<file path="config.mk">
export PLATFORM = sky130hd
export DESIGN_NAME = tec_select
export DESIGN_NICKNAME = d
export VERILOG_FILES = /design/src/rtl/tec_pkg.sv /design/src/rtl/tec_select.sv
export SDC_FILE = /design/constraint.sdc
export NUM_CORES = 2
export LEC_CHECK = 0
export BUFFER_PORTS_ARGS = -buffer_cell sky130_fd_sc_hd__buf_2
export CORE_MARGIN = 2
export CORE_UTILIZATION = 43
export CTS_CLUSTER_DIAMETER = 200
export CTS_CLUSTER_SIZE = 25
export DETAILED_ROUTE_END_ITERATION = 16
export SYNTH_ARGS = -nofsm -noshare
export SYNTH_HDL_FRONTEND = slang
export SYNTH_SLANG_ARGS = --single-unit
</file>
<file path="constraint.sdc">
create_clock -name clock -period 9.5 [get_ports clock]
set_input_delay 1.425 -clock clock [delete_from_list [all_inputs] [get_ports clock]]
set_output_delay 1.425 -clock clock [all_outputs]
set_load 0.1 [all_outputs]
</file>
<file path="src/rtl/tec_pkg.sv">
// Shared types, mode codes and the slope angle tables for the terrain edge cost unit.
// No dependencies; imported by every other file of the block but tec_checker.
package tec_pkg;

   localparam int ANG_BITS       = 24;
   localparam int CORDIC_STEPS   = 24;
   localparam int SQRT_INT_PAIRS = 26;
   localparam int SQRT_PER_STAGE = 4;
   localparam int ANG_W          = 27;
   localparam int PROD_IN_W      = 27;
   localparam longint RUN_DIAG_Q = 64'sd23726566;
   localparam logic [27:0] COST_MAX = 28'hFFF_FFFF;

   typedef logic [ANG_W-1:0] ang_type;
   typedef ang_type slope_tab_type [256];
   typedef longint step_tab_type [CORDIC_STEPS];

   localparam logic [ANG_W-1:0] SLOPE_LIMIT = ANG_W'(4) << ANG_BITS;

   localparam logic [2:0] MODE_L2    = 3'd0;
   localparam logic [2:0] MODE_L1    = 3'd1;
   localparam logic [2:0] MODE_ELEV  = 3'd2;
   localparam logic [2:0] MODE_SLOPE = 3'd3;
   localparam logic [2:0] MODE_DIFF  = 3'd4;
   localparam logic [2:0] MODE_TRIM  = 3'd5;

   // atan(2^-i) in degrees / 15, Q24
   localparam step_tab_type STEP_ANGLE = '{
      64'sd50331648, 64'sd29712507, 64'sd15699273, 64'sd7969196, 64'sd4000062,
      64'sd2001981, 64'sd1001235, 64'sd500648, 64'sd250328, 64'sd125164,
      64'sd62582, 64'sd31291, 64'sd15646, 64'sd7823, 64'sd3911, 64'sd1956,
      64'sd978, 64'sd489, 64'sd244, 64'sd122, 64'sd61, 64'sd31, 64'sd15, 64'sd8
   };

   function automatic longint shr_tz(input longint v, input int k);
      if (v >= 0) return v >>> k;
      return -((-v) >>> k);
   endfunction

   // CORDIC vectoring run at elaboration for every elevation step
   function automatic slope_tab_type build_slope_tab(input bit diag);
      slope_tab_type t;
      longint x, y, z, xs, ys;
      for (int d = 0; d < 256; d++) begin
         x = diag ? RUN_DIAG_Q : (64'sd1 <<< ANG_BITS);
         y = longint'(d) <<< ANG_BITS;
         z = 0;
         for (int i = 0; i < CORDIC_STEPS; i++) begin
            xs = shr_tz(x, i);
            ys = shr_tz(y, i);
            if (y >= 0) begin
               x = x + ys;
               y = y - xs;
               z = z + STEP_ANGLE[i];
            end else begin
               x = x - ys;
               y = y + xs;
               z = z - STEP_ANGLE[i];
            end
         end
         if (d == 0 || z < 0) t[d] = '0;
         else t[d] = ANG_W'(z);
      end
      return t;
   endfunction

   localparam slope_tab_type SLOPE_AXIAL = build_slope_tab(1'b0);
   localparam slope_tab_type SLOPE_DIAG  = build_slope_tab(1'b1);

   function automatic logic [27:0] clamp_cost(input logic [63:0] v);
      if (v > 64'(COST_MAX)) return COST_MAX;
      return v[27:0];
   endfunction

endpackage

</file>
<file path="src/rtl/tec_select.sv">
// Back stages: difficulty product, then mode selection and saturation into the output register.
// Depends on tec_pkg.
module tec_select #(
   parameter int C  = 16,
   parameter int F  = 8,
   parameter int RW = 34
) (
   input  logic               clock,
   input  logic               reset,
   input  logic               en,
   input  logic [2:0]         mode,
   input  logic               in_valid,
   input  logic [RW-1:0]      in_l2,
   input  logic [C+1:0]       in_l1,
   input  logic [7:0]         in_dz,
   input  tec_pkg::ang_type   in_ang,
   output logic               out_valid,
   output logic [27:0]        out_cost,
   output logic               out_imp
);
   import tec_pkg::*;

   logic                   d_v_ff, e_v_ff;
   logic [RW-1:0]          l2_ff;
   logic [2*PROD_IN_W-1:0] prod_ff;
   logic                   big_ff;
   logic [C+1:0]           l1_ff;
   logic [7:0]             dz_ff;
   ang_type                ang_ff;
   logic [27:0]            cost_ff, cost_in;
   logic                   imp_ff, imp_in;

   always_ff @(posedge clock) begin
      if (reset) begin
         d_v_ff <= 1'b0;
         e_v_ff <= 1'b0;
      end else if (en) begin
         d_v_ff <= in_valid;
         e_v_ff <= d_v_ff;
      end
   end

   // a nonzero slope is at least two units, so l2 at or above 2^27 saturates
   always_ff @(posedge clock) begin
      if (en) begin
         l2_ff   <= in_l2;
         prod_ff <= in_l2[PROD_IN_W-1:0] * in_ang;
         big_ff  <= |in_l2[RW-1:PROD_IN_W];
         l1_ff   <= in_l1;
         dz_ff   <= in_dz;
         ang_ff  <= in_ang;
         cost_ff <= cost_in;
         imp_ff  <= imp_in;
      end
   end

   always_comb begin
      cost_in = '0;
      imp_in  = 1'b0;
      case (mode)
         MODE_L2:    cost_in = clamp_cost(64'(l2_ff));
         MODE_L1:    cost_in = clamp_cost(64'(l1_ff) << F);
         MODE_ELEV:  cost_in = clamp_cost(64'(dz_ff) << F);
         MODE_SLOPE: cost_in = clamp_cost(64'(ang_ff) >> (ANG_BITS - F));
         MODE_DIFF: begin
            if (ang_ff == '0) cost_in = '0;
            else if (big_ff) cost_in = COST_MAX;
            else cost_in = clamp_cost(64'(prod_ff) >> ANG_BITS);
         end
         MODE_TRIM: begin
            if (ang_ff > SLOPE_LIMIT) begin
               cost_in = COST_MAX;
               imp_in  = 1'b1;
            end else begin
               cost_in = clamp_cost(64'(l2_ff));
            end
         end
         default: begin
            cost_in = '0;
            imp_in  = 1'b0;
         end
      endcase
   end

   assign out_valid = e_v_ff;
   assign out_cost  = cost_ff;
   assign out_imp   = imp_ff;
endmodule

</file>
; ---- After elaboration in Yosys (flattened, before gate mapping)
; Index checks and enable logic that the tools add are counted.
[classes]
mul = 1
magnitude_cmp = 6
eq_ne = 5
n_mux = 30
reduce_logical = 3
[op_table]
columns = op, n
row1 = 28-bit 2-to-1 mux, 14
row2 = 28-bit case mux with 6 select lines, 1
row3 = 27-bit by 27-bit multiplier with 54-bit output, 1
row4 = 34-bit by 28-bit > comparator with 1-bit output (second input constant), 1
row5 = 30-bit by 28-bit > comparator with 1-bit output (second input constant), 1
row6 = 11-bit by 28-bit > comparator with 1-bit output (second input constant), 1
row7 = 16-bit by 28-bit > comparator with 1-bit output (second input constant), 1
row8 = 26-bit by 28-bit > comparator with 1-bit output (second input constant), 1
row9 = 27-bit > comparator (second input constant), 1
row10 = 27-bit logical NOT, 1
row11 = 1-bit 2-to-1 mux, 15
row12 = 7-bit OR reduction, 1
row13 = 3-bit by 2-bit == test with 1-bit output (second input constant), 2
row14 = 3-bit == test (second input constant), 2
row15 = 3-bit by 1-bit == test with 1-bit output (second input constant), 1
row16 = 3-bit logical NOT, 1
[word_totals]
ff_bits = 173
inputBits = 94
wordCells = 55

; ---- Longest topological paths before layout
[depth]
ltp_word = 9
depth_mapped = 26
ltp_nobuf = 23

; ---- Worst setup path before layout
; OpenSTA, ideal clock, no wires.
[synth_timing]
path_type = input to register
from = input in_l2[20]
to = register prod_ff[39] (data pin)
setup_ps = 262
arrival_ps = 7560
path_slack_ps = 1679
path_stages = 24
path_cell_list = clkbuf_1 -> clkbuf_1 -> nand2_1 -> fa_1 -> inv_1 -> fa_1 -> inv_1 -> fa_1 -> fa_1 -> inv_1 -> fa_1 -> fa_1 -> inv_1 -> fa_1 -> inv_1 -> ha_1 -> nand2_1 -> or3b_2 -> a31oi_1 -> o2111a_1 -> nor3_1 -> o31ai_1 -> a211oi_1 -> xnor2_1
[synth_via]
elab_chain_cells = 1
[synth_rtl]
columns = item, line_no
row1 = from (decl), tec_select.sv:13  ; input logic [RW-1:0] in_l2,
row2 = 27-bit by 27-bit multiplier with 54-bit output, tec_select.sv:47  ; prod_ff <= in_l2[PROD_IN_W-1:0] * in_ang;
row3 = to (signal assigned), tec_select.sv:47
row4 = to (decl), tec_select.sv:25  ; logic [2*PROD_IN_W-1:0] prod_ff;
; No other way between the ends.
; A chain may end at the register's enable or synchronous reset.

; ---- Worst setup path after layout
[layout_timing]
from = input in_l2[10]
to = register prod_ff[42] (data pin)
; Same word-level chain as after synthesis.

==> flow_summary.json <==
{
  "dp_hpwl_mm": 60.47,
  "postSynthAreaPerCell_um2": 9.475,
  "antenna_left": 0,
  "synth_fp_nets": 3934,
  "synth-edff-count": 147,
  "wl_per_cell_um": 20.13,
  "htreeDepth": 4,
  "fin_worst_skew_ns": 0.009055,
  "maxSlewViolCount": 0,
  "synth_top_area_share_pct": 43.45,
  "finalCritPeriodShare_pct": 88.08,
  "syn_inst": 3029,
  "ys_warn_count": 0,
  "clkLatencyLatePin_ns": 0.43,
  "syn_to_final_growth_pct": 6.151,
  "fmax_mhz": 119.5,
  "arrival_ns": 8.53,
  "totalWireLength_mm": 78.37,
  "yosysTopAreaCell": "fa_1",
  "die_w_um": 262.4,
  "cts_tree": "done",
  "synth_area_leaders": "fa_1, edfxtp_1, inv_1",
  "multi_input_comb_area_mm2": 0.02087,
  "die-area_mm2": 0.06883,
  "grt_overflow_total": 0,
  "cts_made_buffers": 17,
  "grt_usage_pct": 23.63,
  "end_kind": "register",
  "regArea_mm2": 0.004454,
  "die_h_um": 262.4,
  "rows": 94,
  "yosys_register_bits": 149,
  "cts-root-buf": "clkbuf_16",
  "worstPathCellList": "buf_2, buf_4, nand2_1, fa_1, inv_1, fa_1, inv_1, fa_1, inv_1, fa_1, fa_1, fa_1, fa_1, ha_1, a21oi_1, o21ai_0, a31oi_1, a311oi_2, nor3_1, nor2_1, a2111oi_0, nor3_1",
  "via_per_inst": 5.253,
  "crit_path_start_kind": "input port",
  "hold_buffers": 0,
  "clkTransAtPathRegs_ns": 0.06,
  "hold_viol": 0,
  "fillers": 6235,
  "antenna_cells": 0,
  "drive_gt1_share_pct": 6.073,
  "cts_buffer_depth": 2,
  "gp_congestion": 0.8843,
  "drtPass1Iterations": 6,
  "r2r_setup_slack_ns": 7.07,
  "rsz0062_at_grt": "no",
  "synth_cell_types": 51,
  "yosysSeqAreaShare_pct": 15.52,
  "max_slew_margin_pct": 21.24,
  "drc": 0,
  "crit_fanout": 22,
  "grt_max_degree": 84,
  "worst_pin_slew_ns": 1.179,
  "finalNetCount": 3922,
  "min_path_type": "reg -> reg",
  "cp_slowest_cell": "fa_1",
  "worstPathRequired_ns": 9.66,
  "fin_setup_tns_ns": 0,
  "post-cts-setup-buffers": 0,
  "synthFlopType": "edfxtp_1",
  "synth_area_mm2": 0.02870,
  "core_mm2": 0.06586,
  "grt_pass1_wl_mm": 127.1,
  "outcome": "completed",
  "initial_core_util_pct": 43.58,
  "ios": 124,
  "first_global_vias": 22700,
  "cts_sinks": 149,
  "period_minus_slack_ns": 8.368,
  "async_flop_share_pct": 0,
  "critPathMaxStageDelay_ns": 0.57,
  "ctsResizeCount": 0,
  "crit_type": "in -> reg",
  "port_buffers": 123,
  "cap_violations": 0,
  "drt-initial-drc-count": 1521,
  "vias": 20460,
  "setup_viol": 0,
  "antenna_found_initial": 5,
  "cpMostUsedCell": "fa_1"
}
cells in the mapped netlist (2+ instances only):
cell type	count
a21boi_0	3
o31ai_1	4
nand4_1	20
mux2i_1	2
o32a_1	5
nor2b_1	11
o211ai_1	10
o2111ai_1	10
a21o_1	27
fa_1	623
o21a_1	13
dfxtp_1	2
o21bai_1	6
nand2_1	517
a2111oi_0	2
ha_1	188
a211oi_1	7
or3_1	3
o22ai_1	2
or2_2	2
and3_1	8
nor3_1	19
edfxtp_1	147
a31oi_1	9
nor2_1	41
nand3_1	10
buf_1	3
nor4_1	9
xnor2_1	20
xor2_1	12
clkbuf_1	167
a211o_1	2
and2_1	268
o21ai_0	58
a22oi_1	3
inv_1	731
mux2_2	3
buf_2	2
a21oi_1	47
o31a_1	2
cell usage in the layout (no fill, tap or decap), types with 12 or more instances in the layout:
| cell | instances |
|---|---|
| edfxtp_1 | 147 |
| o21a_1 | 13 |
| nand4_1 | 20 |
| inv_1 | 731 |
| nor3_1 | 19 |
| and2_1 | 268 |
| ha_1 | 188 |
| xor2_1 | 12 |
| fa_1 | 623 |
| clkbuf_16 | 17 |
| xnor2_1 | 20 |
| nor2_1 | 41 |
| a21o_1 | 27 |
| nand2_1 | 517 |
| a21oi_1 | 47 |
| buf_2 | 122 |
| o21ai_0 | 58 |
| buf_4 | 18 |
area by class of cell:
class,count,share of cell area [%]
Sequential cell,149,14.62
Tap cell,864,3.548
Clock buffer,17,1.396
Multi-Input combinational cell,1977,68.49
Timing Repair Buffer,141,2.485
Clock inverter,15,0.4517
Inverter,731,9.006
through the flow:
stage,utilization (%),setup WS [ns],cell area (um2),hold WS (ns),cells
floorplan,-,1.679,28700,0.4601,3029
global placement,45.40,0.8669,29900,0.4677,3862
detailed placement,45.40,0.8088,29900,0.5002,3862
CTS,46.26,1.254,30470,0.5157,3894
global route,46.26,0.9919,30470,0.5620,3894
finish,46.26,1.132,30470,0.5189,3894
worst max-delay path: cells and delay by family:
| family | cells | cell delay, ns |
|---|---|---|
| AOI/OAI and AO/OA | 5 | 1.56 |
| adders and majority gates | 8 | 3.74 |
| buffers and inverters | 5 | 1.04 |
| and+or+nand+nor | 4 | 0.72 |
layer usage:
metal  share of wire [%]  up-vias  wire length [um]  global-route usage, %
met5               0.014        -                11                      0
li1                    -     8959                 -                      -
met1                  41    10630             32240                  32.10
met3                 6.6      146              5178                  2.774
met2                  48      720             37910                  39.49
met4                 3.9        2              3033                  7.924
sequential cells by signal, summed over array words and instances, names as in the netlist:
register	count
out_valid	1
ang_ff	27
d_v_ff	1
prod_ff	30
out_imp	1
big_ff	1
out_cost	28
l2_ff	34
l1_ff	18
dz_ff	8
kinds of logic after synthesis:
kind of cell             share of synthesized area, %
multiplexers                                   0.1874
AO/OA/AOI/OAI                                   4.935
flip-flops                                      15.52
adder cells (fa/ha/maj)                         51.65
AND/OR/NAND/NOR                                 14.91
buffers and inverters                           11.82
XOR/XNOR                                       0.9765
final timing paths:
path                                endpoint  cells past startpoint      start
worst min-delay path                  d_v_ff                      2     d_v_ff
worst min register to register        d_v_ff                      2     d_v_ff
worst max-delay path             prod_ff[42]                     22  in_l2[10]
worst max register to register  out_cost[14]                      5  l2_ff[31]
Power is left out: the tool's default activity adds up to more than one toggle a clock period on the data nets, which glitch-free logic cannot reach.
