File: src/rtl/tec_pkg.sv
// Shared types, mode codes and the slope angle tables for the terrain edge cost unit.
// No dependencies; imported by every other file of the block but tec_checker.
package tec_pkg;

   localparam int ANG_BITS       = 24;
   localparam int CORDIC_STEPS   = 24;
   localparam int SQRT_INT_PAIRS = 26;
   localparam int SQRT_PER_STAGE = 4;
   localparam int ANG_W          = 27;
   localparam int PROD_IN_W      = 27;
   localparam longint RUN_DIAG_Q = 64'sd23726566;
   localparam logic [27:0] COST_MAX = 28'hFFF_FFFF;

   typedef logic [ANG_W-1:0] ang_type;
   typedef ang_type slope_tab_type [256];
   typedef longint step_tab_type [CORDIC_STEPS];

   localparam logic [ANG_W-1:0] SLOPE_LIMIT = ANG_W'(4) << ANG_BITS;

   localparam logic [2:0] MODE_L2    = 3'd0;
   localparam logic [2:0] MODE_L1    = 3'd1;
   localparam logic [2:0] MODE_ELEV  = 3'd2;
   localparam logic [2:0] MODE_SLOPE = 3'd3;
   localparam logic [2:0] MODE_DIFF  = 3'd4;
   localparam logic [2:0] MODE_TRIM  = 3'd5;

   // atan(2^-i) in degrees / 15, Q24
   localparam step_tab_type STEP_ANGLE = '{
      64'sd50331648, 64'sd29712507, 64'sd15699273, 64'sd7969196, 64'sd4000062,
      64'sd2001981, 64'sd1001235, 64'sd500648, 64'sd250328, 64'sd125164,
      64'sd62582, 64'sd31291, 64'sd15646, 64'sd7823, 64'sd3911, 64'sd1956,
      64'sd978, 64'sd489, 64'sd244, 64'sd122, 64'sd61, 64'sd31, 64'sd15, 64'sd8
   };

   function automatic longint shr_tz(input longint v, input int k);
      if (v >= 0) return v >>> k;
      return -((-v) >>> k);
   endfunction

   // CORDIC vectoring run at elaboration for every elevation step
   function automatic slope_tab_type build_slope_tab(input bit diag);
      slope_tab_type t;
      longint x, y, z, xs, ys;
      for (int d = 0; d < 256; d++) begin
         x = diag ? RUN_DIAG_Q : (64'sd1 <<< ANG_BITS);
         y = longint'(d) <<< ANG_BITS;
         z = 0;
         for (int i = 0; i < CORDIC_STEPS; i++) begin
            xs = shr_tz(x, i);
            ys = shr_tz(y, i);
            if (y >= 0) begin
               x = x + ys;
               y = y - xs;
               z = z + STEP_ANGLE[i];
            end else begin
               x = x - ys;
               y = y + xs;
               z = z - STEP_ANGLE[i];
            end
         end
         if (d == 0 || z < 0) t[d] = '0;
         else t[d] = ANG_W'(z);
      end
      return t;
   endfunction

   localparam slope_tab_type SLOPE_AXIAL = build_slope_tab(1'b0);
   localparam slope_tab_type SLOPE_DIAG  = build_slope_tab(1'b1);

   function automatic logic [27:0] clamp_cost(input logic [63:0] v);
      if (v > 64'(COST_MAX)) return COST_MAX;
      return v[27:0];
   endfunction

endpackage

File: src/rtl/tec_sqrt_pipe.sv
// Pipelined digit-by-digit square root, four result bits per stage, side data in step.
// Depends on tec_pkg.
module tec_sqrt_pipe #(
   parameter int F      = 8,
   parameter int SW     = 34,
   parameter int SIDE_W = 53
) (
   input  logic                                   clock,
   input  logic                                   reset,
   input  logic                                   en,
   input  logic                                   in_valid,
   input  logic [SW-1:0]                          in_s,
   input  logic [SIDE_W-1:0]                      in_side,
   output logic                                   out_valid,
   output logic [tec_pkg::SQRT_INT_PAIRS+F-1:0]   out_root,
   output logic [SIDE_W-1:0]                      out_side
);
   import tec_pkg::*;

   localparam int NS   = SQRT_INT_PAIRS + F;
   localparam int SP   = SQRT_PER_STAGE;
   localparam int NSTG = (NS + SP - 1) / SP;
   localparam int RW   = NS;
   localparam int RMW  = RW + 3;

   logic              v_cur    [NSTG+1];
   logic [RW-1:0]     root_cur [NSTG+1];
   logic [RMW-1:0]    rem_cur  [NSTG+1];
   logic [SW-1:0]     s_cur    [NSTG+1];
   logic [SIDE_W-1:0] side_cur [NSTG+1];

   assign v_cur[0]    = in_valid;
   assign root_cur[0] = '0;
   assign rem_cur[0]  = '0;
   assign s_cur[0]    = in_s;
   assign side_cur[0] = in_side;

   for (genvar g = 0; g < NSTG; g++) begin : g_stage
      logic              v_ff;
      logic [RW-1:0]     root_ff, root_in;
      logic [RMW-1:0]    rem_ff, rem_in;
      logic [SW-1:0]     s_ff;
      logic [SIDE_W-1:0] side_ff;

      always_comb begin
         logic [1:0]     pair;
         logic [RMW-1:0] trial;
         logic [SW-1:0]  sh;
         int             i;
         root_in = root_cur[g];
         rem_in  = rem_cur[g];
         for (int k = 0; k < SP; k++) begin
            if (g * SP + k < NS) begin
               i    = NS - 1 - (g * SP + k);
               pair = 2'b00;
               if (i >= F) begin
                  sh   = s_cur[g] >> (2 * (i - F));
                  pair = sh[1:0];
               end
               rem_in = {rem_in[RMW-3:0], pair};
               trial  = (RMW'(root_in) << 2) | RMW'(1);
               if (rem_in >= trial) begin
                  rem_in  = rem_in - trial;
                  root_in = {root_in[RW-2:0], 1'b1};
               end else begin
                  root_in = {root_in[RW-2:0], 1'b0};
               end
            end
         end
      end

      always_ff @(posedge clock) begin
         if (reset) begin
            v_ff <= 1'b0;
         end else if (en) begin
            v_ff <= v_cur[g];
         end
      end

      always_ff @(posedge clock) begin
         if (en) begin
            root_ff <= root_in;
            rem_ff  <= rem_in;
            s_ff    <= s_cur[g];
            side_ff <= side_cur[g];
         end
      end

      assign v_cur[g+1]    = v_ff;
      assign root_cur[g+1] = root_ff;
      assign rem_cur[g+1]  = rem_ff;
      assign s_cur[g+1]    = s_ff;
      assign side_cur[g+1] = side_ff;
   end

   assign out_valid = v_cur[NSTG];
   assign out_root  = root_cur[NSTG];
   assign out_side  = side_cur[NSTG];
endmodule

File: config.mk
export PLATFORM = sky130hd
export DESIGN_NAME = tec_sqrt_pipe
export DESIGN_NICKNAME = d
export VERILOG_FILES = /design/src/rtl/tec_pkg.sv /design/src/rtl/tec_sqrt_pipe.sv
export SDC_FILE = /design/constraint.sdc
export NUM_CORES = 2
export LEC_CHECK = 0
export BUFFER_PORTS_ARGS = -buffer_cell sky130_fd_sc_hd__buf_2
export CORE_MARGIN = 1.5
export CORE_UTILIZATION = 58
export DETAILED_ROUTE_END_ITERATION = 8
export PLACE_DENSITY = 0.84
export SKIP_LAST_GASP = 1
export SYNTH_ARGS = -nofsm -noshare
export SYNTH_HDL_FRONTEND = slang
export SYNTH_SLANG_ARGS = --single-unit
File: constraint.sdc
create_clock -name clock -period 12.6 [get_ports clock]
set_input_delay 1.89 -clock clock [delete_from_list [all_inputs] [get_ports clock]]
set_output_delay 1.89 -clock clock [all_outputs]
set_load 0.05 [all_outputs]
**Yosys cells after proc, flatten, opt, wreduce, memory -nomap -nowiden**

Cells that the tools add are included.
W data, S select, Z words.

- Flip-flop bits (word level): 931
- Word-level logic and storage cells: 137
- Output and inout bits: 88
- Input port bits: 91

- $add $sub $neg: 24
- Magnitude comparators: 25
- Mux-type cells: 49

Operators by type and width:

| cell | count |
|---|---|
| $mux W35 | 24 |
| $ge A37 B10 Y1 | 1 |
| $ge A37 B11 Y1 | 1 |
| $ge A37 B12 Y1 | 1 |
| $ge A37 B13 Y1 | 1 |
| $ge A37 B14 Y1 | 1 |
| $ge A37 B15 Y1 | 1 |
| $ge A37 B16 Y1 | 1 |
| $ge A37 B17 Y1 | 1 |
| $ge A37 B18 Y1 | 1 |
| $ge A37 B19 Y1 | 1 |
| $ge A37 B20 Y1 | 1 |
| $ge A37 B21 Y1 | 1 |
| $ge A37 B22 Y1 | 1 |
| $ge A37 B23 Y1 | 1 |
| $ge A37 B24 Y1 | 1 |
| $ge A37 B25 Y1 | 1 |
| $ge A37 B26 Y1 | 1 |
| $ge A37 B3 Y1 | 1 |
| $ge A37 B4 Y1 | 1 |
| $ge A37 B5 Y1 | 1 |
| $ge A37 B6 Y1 | 1 |
| $ge A37 B7 Y1 | 1 |
| $ge A37 B8 Y1 | 1 |
| other kinds (27) | 51 |

**Depth between registers and ports, before layout**

- Depth in word-level cells: 8
- Mapped depth: 69
- Gate-level depth less buffers: 65

**Worst setup path before layout**

No wires, ideal clock.

- Path kind: register to register
- From: reg g_stage[6].rem_ff[20]
- To: reg g_stage[7].rem_ff[34], data pin
- Setup time: 0.271 ns
- Data arrival time: 13.439 ns
- Clock period less this slack: 13.710 ns
- Path slack: -1.110 ns
- Path buffers: 9
- Data required time: 12.329 ns
- Cell stages (with the launch flop): 68
- Path through: edfxtp_1 > or3_1 > clkbuf_1 > or4b_1 > nor4_1 > nand3_1 > nor3b_1 > o21a_1 > clkbuf_1 > nor2_1 > clkinv_1 > buf_1 > nand2_1 > nand2_1 > ha_1 > o21a_1 > o21a_1 > o21a_1 > [32 not listed] > o21bai_1 > a21oi_1 > o21bai_1 > a21oi_1 > o21bai_1 > a21oi_1 > o21bai_1 > a21oi_1 > o21bai_1 > a21oi_1 > o21ai_0 > o41a_1 > a21oi_1 > nor2b_1 > o21a_1 > or3b_1 > nor4_1 > xor2_1

- Cells in the longest elaborated chain, start to end: 8
- Elaborated cells between the ends (all ways): 15
- Those cells by class: add/sub (4); order compare (4); mux (7)

Ends and longest elaborated chain:

| element | line | source |
|---|---|---|
| start: declaration | tec_sqrt_pipe.sv:41 | `logic [RMW-1:0] rem_ff, rem_in;` |
| start signal: assignment | tec_sqrt_pipe.sv:83 | `rem_ff <= rem_in;` |
| $sub A35 B21 Y35 / $ge A37 B21 Y1 (equally long branches) | tec_sqrt_pipe.sv:63, tec_sqrt_pipe.sv:62 |  |
| $mux W35 / $mux W1 (equally long branches) | tec_sqrt_pipe.sv:62 | `if (rem_in >= trial) begin` |
| $sub A35 B22 Y35 / $ge A37 B22 Y1 (equally long branches) | tec_sqrt_pipe.sv:63, tec_sqrt_pipe.sv:62 |  |
| $mux W35 / $mux W1 (equally long branches) | tec_sqrt_pipe.sv:62 |  |
| $ge A37 B23 Y1 (*) | tec_sqrt_pipe.sv:62 |  |
| $mux W1 (*) | tec_sqrt_pipe.sv:62 |  |
| via g_stage[7].$9.trial[2] | tec_sqrt_pipe.sv:47 | `logic [RMW-1:0] trial;` |
| $sub A35 B24 Y35 / $ge A37 B24 Y1 (equally long branches) | tec_sqrt_pipe.sv:63, tec_sqrt_pipe.sv:62 |  |
| $mux W35 (*) | tec_sqrt_pipe.sv:62 |  |
| via g_stage[7].rem_in[34] | tec_sqrt_pipe.sv:41 |  |
| end signal: assignment | tec_sqrt_pipe.sv:83 |  |
| end: declaration | tec_sqrt_pipe.sv:41 |  |

Mark *: on every way through the listed nets, which the timed path passes. The rest lies on a longest branch.
A chain may end at the register's enable or synchronous reset.

**Worst setup path after layout**

- From: reg g_stage[2].root_ff[0]
- To: reg g_stage[3].rem_ff[16], data pin

- Cells in the longest elaborated chain, start to end: 8
- Elaborated cells between the ends (all ways): 15
- Those cells by class: add/sub (4); order compare (4); mux (7)

Ends and longest elaborated chain:

| element | line | source |
|---|---|---|
| start: declaration | tec_sqrt_pipe.sv:40 | `logic [RW-1:0] root_ff, root_in;` |
| start signal: assignment | tec_sqrt_pipe.sv:82 | `root_ff <= root_in;` |
| $ge A37 B5 Y1 (*) | tec_sqrt_pipe.sv:62 |  |
| $mux W1 (*) | tec_sqrt_pipe.sv:62 |  |
| via g_stage[3].$9.trial[4] | tec_sqrt_pipe.sv:47 |  |
| $sub A35 B6 Y35 / $ge A37 B6 Y1 (equally long branches) | tec_sqrt_pipe.sv:63, tec_sqrt_pipe.sv:62 |  |
| $mux W35 / $mux W1 (equally long branches) | tec_sqrt_pipe.sv:62 |  |
| $sub A35 B7 Y35 / $ge A37 B7 Y1 (equally long branches) | tec_sqrt_pipe.sv:63, tec_sqrt_pipe.sv:62 |  |
| $mux W35 / $mux W1 (equally long branches) | tec_sqrt_pipe.sv:62 |  |
| $sub A35 B8 Y35 / $ge A37 B8 Y1 (equally long branches) | tec_sqrt_pipe.sv:63, tec_sqrt_pipe.sv:62 |  |
| $mux W35 (*) | tec_sqrt_pipe.sv:62 |  |
| via g_stage[3].rem_in[16] | tec_sqrt_pipe.sv:41 |  |
| end signal: assignment | tec_sqrt_pipe.sv:83 |  |
| end: declaration | tec_sqrt_pipe.sv:41 |  |

Marked as above.

==> results.cfg <==
[die]
initial_core_util_pct = 58.71
fp-row-count = 116
design.core.area_um2 = 100400
die_w_um = 321.8
die_area_um2 = 103600
ios = 179
die_y_um = 321.8

[sta]
worstMarginPinSlew_ps = 1326
timing.fmax_mhz = 83.60
setup_viol = 0
hold_slack_ps = 365.6
period_needed_ps = 11960
slew_headroom_pct = 10.45
hold_viol = 0
maxSlewViolCount = 0
period_share_pct = 94.93
finalClockSkew_ps = 76.85

[synth]
synthTopCellsByCount = 920 x edfxtp_1, 472 x nor2_1, 459 x nand2_1
yosysMostFrequentCell = edfxtp_1
synth_fa_ha_area_share_pct = 7.223
synthTopCellsByArea = edfxtp_1 47%, ha_1 7.1%, xnor2_1 4.9%
synth_edf_count = 920
synthSimpleGateAreaFrac_pct = 17.51
synthCells = 5738
synth_xor_area_share_pct = 7.650
synth_top_family_by_area = simple AND/OR/NAND/NOR gates
synth_compound_area_share_pct = 16.17
ys_ff_latch = 929
ys_types = 112
synth_mux_area_share_pct = 1.352
synth_warnings = 0
avgSynthCellArea_um2 = 10.28
ys_seq_area_share_pct = 47.16
synth.largest_area_cell = edfxtp_1
synth_top_area_share_pct = 46.85
syn_area_um2 = 58960
synth-async-reset-ratio_pct = 0
synth_ff_type = edfxtp_1

[place]
dp_hpwl_um = 122800
routabilityCongestion = 0.9618
dpl_cell_area_um2 = 62270
io_buffers = 169

[routing]
first_iter_violations = 5267
postRouteAntennaNets = 0
wl_per_cell_um = 21.85
drt_wl_total_um = 163300
vias = 46990
dr.pass1.iters = 6
drc_errors = 0
vias_per_cell = 6.285

[global_route]
grtUsageMet1_pct = 43.59
antenna_found_initial = 12
grt_max_degree = 181
use_met3_pct = 4.320
first_global_vias = 43780
grt_use_met2_pct = 49.67
gr-total-overflow = 0
top_usage_layer = met2
grt_use_total_pct = 30.88
grt_pass1_wl_um = 249600

[critical_path]
cp_slowest_cell = or4_1
cp.required_ps = 13040
reg2regPathDepth = 49
cp_data_arrival_time_ps = 12400
path_class = register to register
critPathCaptureType = register
path_max_fanout = 12
start_kind = register
slowest_delay_ps = 740

[worst_hold_path]
min_path_type = register to register
min_path_cells = 0

[cts]
cts.sinks = 929
clk_pin_slew_ps = 60
clockBufferDepth = 3
hold_buffers = 0
cts_buffers = 96
cts_htree_levels = 3
tritoncts = built
cts_root_buf = clkbuf_16
clk-insertion-delay-late_ps = 710

[layout]
fin_nets = 6466
fin_area_um2 = 65920
syn_to_final_growth_pct = 11.80
drive_gt1_share_pct = 11.89
fin_util_pct = 65.64

[pwr]
leakagePower_nw = 25.25
p_switching_mw = 4.546
intPower_mw = 7.440
seqPwrFrac_pct = 34.8
pwr-share-comb_pct = 41.1
swShare_pct = 37.93
powerDensity_nw_per_um2 = 181.8
irDropWorstVdd_mv = 0.1510
pwr-share-clk_pct = 24.1

[outcome]
status = complete, no violations

[job]
maxCapViolations = 0
## flip-flops by register name (all words and copies together) (netlist names)
name             count
g_stage.s_ff       132
g_stage.v_ff         8
g_stage.side_ff    424
g_stage.rem_ff     208
out_root            25
out_side            53
g_stage.root_ff     78
out_valid            1
## per-layer routing
metal,vias up,wire [um]
met2,1942,75380
met4,4,4633
li1,22300,-
met1,22450,70460
met3,295,12840
met5,-,31
## what timing repair did
| item | 4_1_cts | 5_1_grt |
|---|---|---|
| pin swaps | 0 | 16 |
| gates resized for setup | 3 | 66 |
| setup buffers | 0 | 14 |
| gates cloned | 0 | 1 |
| setup endpoints to repair | 2 | 147 |
## power groups by stage
stage / clock network (mW) / logic, mW / registers [mW]
after floorplan: 0 / 3.56 / 4.10
after global placement: 0 / 4.66 / 4.20
after detailed placement: 0 / 4.73 / 4.21
after CTS: 2.95 / 4.77 / 4.15
after global routing: 3.06 / 5.40 / 4.19
final: 2.89 / 4.93 / 4.17
## per-stage QoR
step / TNS (ps) / setup WS [ps] / power [mW] / instances
3_3_place_gp: 0 / 370.7 / 8.858 / 7281
3_5_place_dp: 0 / 20.79 / 8.939 / 7281
5_1_grt: -373.5 / -83.80 / 12.65 / 7473
2_1_floorplan: -70.63 / -37.75 / 7.653 / 5750
6_report: 0 / 638.5 / 11.99 / 7476
4_1_cts: 0 / 32.12 / 11.87 / 7458
## layout by cell type, fill, tap and decap left out, types with 98 or more instances in the layout
cell type / count
edfxtp_1: 920
nor2_1: 467
nand2_1: 459
a21oi_1: 399
ha_1: 331
xnor2_1: 326
o21ai_0: 267
inv_1: 249
xor2_1: 188
buf_4: 182
nor3_1: 176
buf_2: 168
nand3_1: 150
a21o_1: 122
nor4_1: 105
clkbuf_16: 98
## cell families after synthesis
| logic type | Yosys count |
|---|---|
| adders and majority gates | 338 |
| and+or+nand+nor | 1997 |
| buffers and inverters | 430 |
| other | 2 |
| xor gates and xnor gates | 515 |
| AOI/OAI and AO/OA | 1452 |
| DFF | 929 |
| muxes | 75 |
## final cells by class
type                       count  area [um^2]
timing repair buffer         358         2367
clock inverter                65        752.0
fill                        7865        34510
tap                         1357         1698
sequential                   929        27810
inverter                     261        996.0
antenna                        3        7.507
clock buffer                 112         2484
multi-input combinational   4391        29810
## critical path, delay by kind of cell, from the launching register on
family	cells	cell delay, ps
AOI/OAI and AO/OA	9	2080
xor gates and xnor gates	3	670
adders and majority gates	4	1400
buffers and inverters	6	1000
DFF	1	370
muxes	2	490
and+or+nand+nor	25	5680
## path summary, 6_finish.rpt
kind	start	to	slack [ps]
worst max-delay path	g_stage[2].root_ff[0]	g_stage[3].rem_ff[16]	640
worst min-delay path	g_stage[1].s_ff[21]	g_stage[2].s_ff[21]	370
worst max register to register	g_stage[2].root_ff[0]	g_stage[3].rem_ff[16]	640
worst min register to register	g_stage[1].s_ff[21]	g_stage[2].s_ff[21]	370
No activity file was read; power rests on OpenSTA's default activity.
